<file path="config.mk">
export PLATFORM = sky130hd
export DESIGN_NAME = indexed_sequence_store_top
export DESIGN_NICKNAME = d
export VERILOG_FILES = /design/src/design/iss_pkg.sv /design/src/design/indexed_sequence_store_top.sv /design/src/design/iss_ctrl.sv /design/src/design/iss_datapath.sv
export VERILOG_INCLUDE_DIRS = /design/src /design/src/design
export SDC_FILE = /design/constraint.sdc
export NUM_CORES = 2
export LEC_CHECK = 0
export CELL_PAD_IN_SITES_DETAIL_PLACEMENT = 1
export CELL_PAD_IN_SITES_GLOBAL_PLACEMENT = 1
export CORE_MARGIN = 2
export CORE_UTILIZATION = 54
export DETAILED_ROUTE_END_ITERATION = 7
export DONT_BUFFER_PORTS = 1
export GPL_TIMING_DRIVEN = 0
export HOLD_SLACK_MARGIN = 0.08
export PLACE_DENSITY_LB_ADDON = 0.2
export SYNTH_ARGS = -nofsm -noshare
export SYNTH_HDL_FRONTEND = slang
export SYNTH_HIERARCHICAL = 1
export SYNTH_SLANG_ARGS = --single-unit
</file>
<file path="constraint.sdc">
create_clock -name clk -period 11.2 [get_ports clk]
set_clock_uncertainty 0.15 [all_clocks]
set_input_delay 3.36 -clock clk [delete_from_list [all_inputs] [get_ports clk]]
set_output_delay 3.36 -clock clk [all_outputs]
set_load 0.05 [all_outputs]
</file>
<file path="src/design/indexed_sequence_store_top_assert.svh">
// Assertion macros for the indexed sequence store.
// Used by iss_ctrl.sv and iss_datapath.sv; expects clk and rst_n in scope.
`ifndef INDEXED_SEQUENCE_STORE_TOP_ASSERT_SVH
`define INDEXED_SEQUENCE_STORE_TOP_ASSERT_SVH

// Consequent must hold in the same cycle as the antecedent.
`define ISS_ASSERT_NOW(label, ante, cons) \
    label: assert property (@(posedge clk) disable iff (!rst_n) (ante) |-> (cons)) \
        else $error("iss assertion failed");

// Consequent must hold in the cycle after the antecedent.
`define ISS_ASSERT_NEXT(label, ante, cons) \
    label: assert property (@(posedge clk) disable iff (!rst_n) (ante) |=> (cons)) \
        else $error("iss assertion failed");

`endif

</file>
<file path="src/design/iss_pkg.sv">
// Package for the indexed sequence store: payload structs, codes, sizes.
// No dependencies.
`default_nettype none

package iss_pkg;

    localparam int DEPTH = 16;
    localparam int IDX_W = $clog2(DEPTH);
    localparam int CNT_W = 5;
    localparam int VAL_W = 64;

    localparam logic [1:0] MODE_INSERT = 2'd0;
    localparam logic [1:0] MODE_REMOVE = 2'd1;
    localparam logic [1:0] MODE_READ   = 2'd2;

    localparam logic [1:0] ST_OK    = 2'd0;
    localparam logic [1:0] ST_RANGE = 2'd1;
    localparam logic [1:0] ST_FULL  = 2'd2;

    typedef struct packed {
        logic [1:0]       mode;
        logic [CNT_W-1:0] index;
        logic [VAL_W-1:0] value;
    } req_t;

    typedef struct packed {
        logic [VAL_W-1:0] read_value;
        logic [CNT_W-1:0] entry_count;
        logic [1:0]       status;
    } rsp_t;

    // Controller to datapath commands.
    typedef struct packed {
        logic load;   // capture the request
        logic exec;   // apply it and register the result
    } cmd_t;

endpackage

`default_nettype wire

</file>
<file path="src/design/indexed_sequence_store_top.sv">
// Indexed sequence store: an ordered list of up to 16 words of 64 bits,
// with insert, remove and read at a position. Uses iss_pkg, iss_ctrl,
// iss_datapath.
//
// Channels: req (req_valid / req_ready, payload req: mode, index, value)
// and rsp (rsp_valid / rsp_ready, payload rsp: read_value, entry_count,
// status). A transfer happens on a rising edge with valid and ready high.
// Every request yields exactly one response, in order.
//
// The request is captured on its transfer edge and applied in the execute
// state; rsp_valid rises when the result enters the output register. The
// controller alternates between taking a request and applying it to the
// shift cells, which move all entries in the same cycle on insert or remove.
//
// The response sits in an output register, so a new request is taken while
// an earlier response still waits. If the receiver stalls, the next request
// is held in the execute step until the output register frees up.
//
// Reset: the entry count goes to zero and both channels go idle. Entry
// contents are not cleared; only written entries are ever read back.
`default_nettype none

module indexed_sequence_store_top
    import iss_pkg::*;
(
    input  wire logic clk,
    input  wire logic rst_n,
    input  wire logic req_valid,
    output logic      req_ready,
    input  wire req_t req,
    output logic      rsp_valid,
    input  wire logic rsp_ready,
    output rsp_t      rsp
);

    cmd_t cmd;

    iss_ctrl u_ctrl (
        .clk       (clk),
        .rst_n     (rst_n),
        .req_valid (req_valid),
        .req_ready (req_ready),
        .rsp_valid (rsp_valid),
        .rsp_ready (rsp_ready),
        .cmd       (cmd)
    );

    iss_datapath u_datapath (
        .clk   (clk),
        .rst_n (rst_n),
        .cmd   (cmd),
        .req   (req),
        .rsp   (rsp)
    );

endmodule

`default_nettype wire

</file>
<file path="src/design/iss_ctrl.sv">
// Controller for the indexed sequence store: accept / execute sequencing
// and the response valid flag. Depends on iss_pkg and the assert header.
`default_nettype none

`include "indexed_sequence_store_top_assert.svh"

module iss_ctrl
    import iss_pkg::*;
(
    input  wire logic clk,
    input  wire logic rst_n,
    input  wire logic req_valid,
    output logic      req_ready,
    output logic      rsp_valid,
    input  wire logic rsp_ready,
    output cmd_t      cmd
);

    localparam logic S_IDLE = 1'b0;
    localparam logic S_EXEC = 1'b1;

    logic state_reg, state_next;
    logic rsp_valid_reg, rsp_valid_next;

    always_comb
    begin
        state_next     = state_reg;
        rsp_valid_next = rsp_valid_reg;
        cmd            = '0;
        if (rsp_valid_reg && rsp_ready)
        begin
            rsp_valid_next = 1'b0;
        end
        unique case (state_reg)
            S_IDLE:
            begin
                if (req_valid)
                begin
                    cmd.load   = 1'b1;
                    state_next = S_EXEC;
                end
            end
            S_EXEC:
            begin
                // result slot free, or freed by this transfer
                if (!rsp_valid_reg || rsp_ready)
                begin
                    cmd.exec       = 1'b1;
                    rsp_valid_next = 1'b1;
                    state_next     = S_IDLE;
                end
            end
            default:
            begin
                state_next = S_IDLE;
            end
        endcase
    end

    always_ff @(posedge clk or negedge rst_n)
    begin
        if (!rst_n)
        begin
            state_reg     <= S_IDLE;
            rsp_valid_reg <= 1'b0;
        end
        else
        begin
            state_reg     <= state_next;
            rsp_valid_reg <= rsp_valid_next;
        end
    end

    assign req_ready = (state_reg == S_IDLE);
    assign rsp_valid = rsp_valid_reg;

    `ISS_ASSERT_NEXT(a_accept_goes_exec, req_valid && req_ready, state_reg == S_EXEC)
    `ISS_ASSERT_NEXT(a_exec_gives_rsp, cmd.exec, rsp_valid_reg && state_reg == S_IDLE)
    `ISS_ASSERT_NOW(a_no_overwrite, cmd.exec, !rsp_valid_reg || rsp_ready)

endmodule

`default_nettype wire

</file>
<file path="src/design/iss_datapath.sv">
// Datapath for the indexed sequence store: shift cells, entry count,
// request and response registers. Depends on iss_pkg and the assert header.
`default_nettype none

`include "indexed_sequence_store_top_assert.svh"

module iss_datapath
    import iss_pkg::*;
(
    input  wire logic clk,
    input  wire logic rst_n,
    input  wire cmd_t cmd,
    input  wire req_t req,
    output rsp_t      rsp
);

    req_t             item_reg;
    logic [VAL_W-1:0] entries_reg [DEPTH];
    logic [VAL_W-1:0] entries_next [DEPTH];
    logic [CNT_W-1:0] count_reg, count_next;
    rsp_t             rsp_reg, rsp_next;

    logic ins_ok, rem_ok, rd_ok, full;

    always_comb
    begin
        full   = (count_reg == CNT_W'(DEPTH));
        ins_ok = (item_reg.mode == MODE_INSERT) && (item_reg.index <= count_reg) && !full;
        rem_ok = (item_reg.mode == MODE_REMOVE) && (item_reg.index < count_reg);
        rd_ok  = (item_reg.mode == MODE_READ) && (item_reg.index < count_reg);
    end

    // Shift cells: each cell looks only at its neighbors.
    always_comb
    begin
        for (int k = 0; k < DEPTH; k++)
        begin
            entries_next[k] = entries_reg[k];
            if (ins_ok)
            begin
                if (CNT_W'(k) == item_reg.index)
                begin
                    entries_next[k] = item_reg.value;
                end
                else if (k > 0 && CNT_W'(k) > item_reg.index)
                begin
                    entries_next[k] = entries_reg[(k > 0) ? k - 1 : 0];
                end
            end
            else if (rem_ok && k < DEPTH - 1 && CNT_W'(k) >= item_reg.index)
            begin
                entries_next[k] = entries_reg[(k < DEPTH - 1) ? k + 1 : k];
            end
        end
    end

    always_comb
    begin
        count_next = count_reg;
        if (ins_ok)
        begin
            count_next = count_reg + CNT_W'(1);
        end
        else if (rem_ok)
        begin
            count_next = count_reg - CNT_W'(1);
        end

        rsp_next.read_value  = rd_ok ? entries_reg[item_reg.index[IDX_W-1:0]] : '0;
        rsp_next.entry_count = count_next;
        if (ins_ok || rem_ok || rd_ok)
        begin
            rsp_next.status = ST_OK;
        end
        else if (item_reg.mode == MODE_INSERT && item_reg.index <= count_reg)
        begin
            rsp_next.status = ST_FULL;
        end
        else
        begin
            rsp_next.status = ST_RANGE;
        end
    end

    always_ff @(posedge clk or negedge rst_n)
    begin
        if (!rst_n)
        begin
            count_reg <= '0;
        end
        else if (cmd.exec)
        begin
            count_reg <= count_next;
        end
    end

    always_ff @(posedge clk)
    begin
        if (cmd.load)
        begin
            item_reg <= req;
        end
        if (cmd.exec)
        begin
            rsp_reg <= rsp_next;
            for (int k = 0; k < DEPTH; k++)
            begin
                entries_reg[k] <= entries_next[k];
            end
        end
    end

    assign rsp = rsp_reg;

    `ISS_ASSERT_NOW(a_count_bound, 1'b1, count_reg <= CNT_W'(DEPTH))

endmodule

`default_nettype wire

</file>
* Word-level counts from Yosys, hierarchy flattened *
Memories as Yosys holds them, arrays and structs flattened. A register that Yosys moved wholly into a read port is not among the register bits.
Cells that the tools add are included.
W data, S select, Z words.

word-level totals
  bits in registers = 85
  memory bits (writable) = 1,024
  word-level logic and storage cells = 166
  memories kept = 1

memory list
  memory                  depth  bits a word  read ports  clocked after memory_dff  write ports  RTL line            text
  u_datapath.entries_reg  16     64           17          1                         16           iss_datapath.sv:18  logic [VAL_W-1:0] entries_reg [DEPTH];

operators by class
  add/sub/neg operators = 2
  magnitude comparators = 32
  equal/unequal tests = 18
  muxes and demuxes = 76
  bitwise operators = 1
  reductions and logical operators = 28

operators by type and width
  cell                   number
  $mux W64               62
  $eq A4 B5 Y1 const A   8
  $gt A4 B5 Y1 const A   8
  $ge A4 B5 Y1 const A   7
  $eq A3 B5 Y1 const A   4
  $ge A3 B5 Y1 const A   4
  $gt A3 B5 Y1 const A   4
  $logic_and A1 B1 Y1    20
  $eq A2 B5 Y1 const A   2
  $ge A1 B5 Y1 const A   2
  $ge A2 B5 Y1 const A   2
  $gt A2 B5 Y1 const A   2
  $mux W1                10
  $mux W5                2
  $add A5 B1 Y5 const B  1
  $eq A1 B5 Y1 const A   1
  $eq A5 B5 Y1 const B   1
  $gt A1 B5 Y1 const A   1
  $le A5 B5 Y1           1
  $logic_not A5 Y1       1
  $lt A5 B5 Y1           1
  $sub A5 B1 Y5 const B  1
  $logic_not A1 Y1       3
  $logic_or A1 B1 Y1     3
  6 further kinds        6

* Logic depth before layout (Yosys ltp) *
  depth in word-level cells = 6
  gate-level depth with buffers = 11
  depth with buffers taken out = 7

* Cells and area by module *
The synthesis kept the hierarchy.

by module, submodules not included
  module        times used  cells an instance  area an instance (um^2)  seq. area each (um^2)
  iss_datapath  1           5,336              66,107.2                 35,138.7
  iss_ctrl      1           8                  93.8                     50.0

* Worst setup path after synthesis *
No wires, ideal clock.

  path type = input to register
  start point = in rsp_ready
  end point = mem u_datapath.entries_reg[13][0], enable pin
  setup time = 602 ps
  data arrival time = 11,250 ps
  setup slack = -802 ps
  stages = 7
  path buffers = 2
  cell sequence = nand2b_4 > and2_1 > clkbuf_1 > or4b_1 > a21boi_1 > buf_2 > a311oi_1

RTL lines
  item                RTL line                          text
  start: declaration  indexed_sequence_store_top.sv:32  input wire logic rsp_ready,
  end: declaration    iss_datapath.sv:18

==> run_results.csv <==
group,metric,value,unit
outcome,status,"finished with violations",
outcome,violations,"capacitance limit, slew limit",
routing,drt_iter0_markers,10060,
synth,netlist_top_cells_area,"edfxtp_1 53%, mux2i_1 15%, a21oi_1 14%",
synth,seq_area_frac_synth,53.15,%
sta,setup_viol,0,
finish,instances_no_fill,7342,
critical_path,cp.required,11.55,ns
sta,hold_viol_final,0,
die,die_h,354.1,um
global_routing,grt_max_degree,46,
die,die_area,125400,sq um
power_and_ir_drop,p_per_area,198.5,nW/um^2
cts,root_buffer,"clkbuf_16",
cts,cts_resized,0,
critical_path,cp-end-kind,"register",
cts,clk_path_buf_depth,3,
global_routing,grt_overflow,0,
finish,multi_input_area,28450,sq um
cts,clk_pin_slew,0.06,ns
die,row_count,128,
cts,clock-sinks,1173,
critical_path,start_kind,"input port",
sta,fin_crit,7.176,ns
place,gp_congestion,0.9930,
global_routing,met1_usage,61.02,%
routing,ant_nets,0,
sta,min_period_over_period,64.07,%
critical_path,timing.critical_path.from,"rsp_ready",
place,io_buffers,0,
global_routing,grt_use_total,50.37,%
synth,ys_seq_elements,1173,
die,ioPinCount,148,
routing,wl_per_cell,43.83,um
die,core_region_area,121700,sq um
global_routing,grtUsageMet3,20.09,%
critical_path,critical_path_class,"input port to register",
synth,avgSynthCellArea,12.39,sq um
finish,syn_to_final_growth,12.41,%
routing,avgViaCountPerCell,7.954,
global_routing,grt_pass1_vias,57820,
critical_path,cp-endpoint,"u_datapath/entries_reg[13][48]$_DFFE_PP_",
cts,ctsHoldBuffers,0,
synth,yosysUniqueCellTypes,58,
routing,drc,0,
global_routing,antenna_found_initial,23,
synth,synth_area_leader_cell,"edfxtp_1",
synth,yosysMostFrequentCell,"a21oi_1",
finish,drive_gt1_share,17.71,%
synth,async_reset_ff_share,0.5968,%
critical_path,r2r_end,"u_datapath/entries_reg[2][56]$_DFFE_PP_",
power_and_ir_drop,ir_worst_vdd,205.2,uV
sta,relSlewSlack,-13.50,%
synth,synth_commonest_cells,"1849 x a21oi_1, 1166 x edfxtp_1, 1012 x mux2i_1, 261 x buf_2, 242 x clkbuf_1",
synth,syn_nets,5426,
routing,totalWireLength,321800,um
sta,drv_slew,110,
global_routing,grt_use_met2,70.73,%
critical_path,rr_startpoint,"u_datapath/item_reg[64]$_DFFE_PP_",
cts,cts_buffers,137,
critical_path,reg2regPathDepth,10,
routing,firstDrtPassIters,6,
finish,fillers,12120,
finish,largest_reg_flops,1024,
finish,nNetsFinal,5654,
critical_path,r2r_slack,5.35,ns
sta,hold_slack,0.4537,ns
synth,synth_warnings,6,
sta,finalWorstSetupSlack,4.024,ns
job,drv_cap,12,
place,place_worst_setup_slack,3.391,ns
cts,htreeDepth,4,
critical_path,crit_fanout,45,
finish,design_area,74420,sq um
place,post-dp-hpwl,219300,um
global_routing,grt_pass1_wl,445100,um
power_and_ir_drop,power_leakage,0.02793,uW
synth,synth-edff-count,1166,
synth,ys.flop_type,"edfxtp_1",
synth,mappedNetlistArea,66200,sq um
finish,seqCellArea,35190,sq um
cts,post_cts.repair.setup_buffers,0,
sta,worst_slew_pin_slew,1.702,ns
worst_hold_path,hp-start,"u_datapath/entries_reg[15][61]$_DFFE_PP_",
global_routing,busiest_layer,"met2",
cts,insertion_delay,0.82,ns
die,initial_core_util,54.39,%
synth,synthCells,5344,
routing,num_vias,58400,
critical_path,worstPathArrival,7.52,ns
die,die_x,354.1,um
sta,fmax,139.3,MHz
worst_hold_path,hold_class,"register to register",
place,placed_area,69830,sq um
sta,rsz0062_at_grt,"no",
synth,synth_top_area_share,52.89,%
cts,tritoncts,"done",
place,dp.cells,7057,
sta,fin_setup_tns,0,ns
-- where the power goes --
group | total (uW) | switching (uW) | internal, uW
combinational | 4540 | 3550 | 991
clock | 4660 | 1970 | 2690
sequential | 5570 | 335 | 5230
-- worst min-delay path by stage --
stage | end | slack, ns | depth (start not counted)
after floorplan | u_datapath/count_reg[4]$_DFFE_PN0P_ | 0.37 | 1
after global placement | u_datapath/entries_reg[14][18]$_DFFE_PP_ | 0.42 | 2
after detailed placement | u_datapath/count_reg[4]$_DFFE_PN0P_ | 0.43 | 1
after CTS | u_datapath/count_reg[4]$_DFFE_PN0P_ | 0.43 | 1
after global routing | u_datapath/count_reg[4]$_DFFE_PN0P_ | 0.46 | 1
final | u_datapath/entries_reg[14][61]$_DFFE_PP_ | 0.45 | 2
-- metal layers --
metal	up-vias	routed length [um]	part of all wire (%)
met5	-	201	0.062
met3	1685	48270	15
met2	5931	133200	41
met4	8	32700	10
li1	21510	-	-
met1	29270	107500	33
-- cell usage in the layout (no fill, tap or decap), drive strengths merged, types with 3 or more instances in the layout --
cell type / synthesis / routed
edfxtp: 1166 / 1166
ha: 7 / 7
a22oi: 28 / 28
mux4: 204 / 204
a21boi: 27 / 27
a21oi: 1850 / 1850
inv: 9 / 15
diode: 0 / 37
clkinv: 0 / 48
a311oi: 3 / 3
o21ai: 28 / 28
nor3: 8 / 8
nor3b: 3 / 3
clkbuf: 244 / 421
o21a: 3 / 3
mux2: 180 / 180
xnor2: 8 / 8
mux2i: 1012 / 1012
a32oi: 4 / 4
and3: 5 / 5
nor2: 14 / 14
a211oi: 102 / 102
and2: 3 / 3
bufinv: 0 / 15
buf: 342 / 431
nor2b: 46 / 46
nand2: 18 / 18
dfrtp: 7 / 7
-- critical path: stages --
cell and delay, ns:
nand2b_4 0.11, and2_4 0.49, buf_16 0.37, clkbuf_1 0.45, or4b_1 0.53, a21boi_1 0.28, buf_2 0.39, a311oi_4 0.86
buf_8 0.25, buf_16 0.18, buf_8 0.19
-- metrics by stage --
step           power [uW]  util [%]
2_1_floorplan        7724         -
3_3_place_gp         9600     56.07
3_5_place_dp         9768     57.37
4_1_cts             14380     61.05
5_1_grt             14840     61.09
6_report            14770     61.14
-- kinds of logic (layout without fill, tap and decap cells) --
group	Yosys count	count (layout)	share of synthesized area (%)
AO/OA/AOI/OAI	2053	2053	16.23
XOR/XNOR	8	8	0.1058
adder cells (fa/ha/maj)	7	7	0.1323
buffers and inverters	595	931	4.084
flip-flops	1173	1173	53.15
multiplexers	1396	1396	25.30
other	0	37	0
AND/OR/NAND/NOR	112	112	0.9904
-- area by class of cell --
cell class                      instances  area share (%)
Clock buffer                          177           5.007
Antenna cell                           37          0.1244
Tap cell                             1625           2.732
Timing Repair Buffer                   89           1.954
Sequential cell                      1173           47.29
Inverter                                9         0.04540
Buffer                                586           3.608
Multi-Input combinational cell       3576           38.24
Clock inverter                         70           1.007
Note: power is estimated with default switching activity, not from simulation.
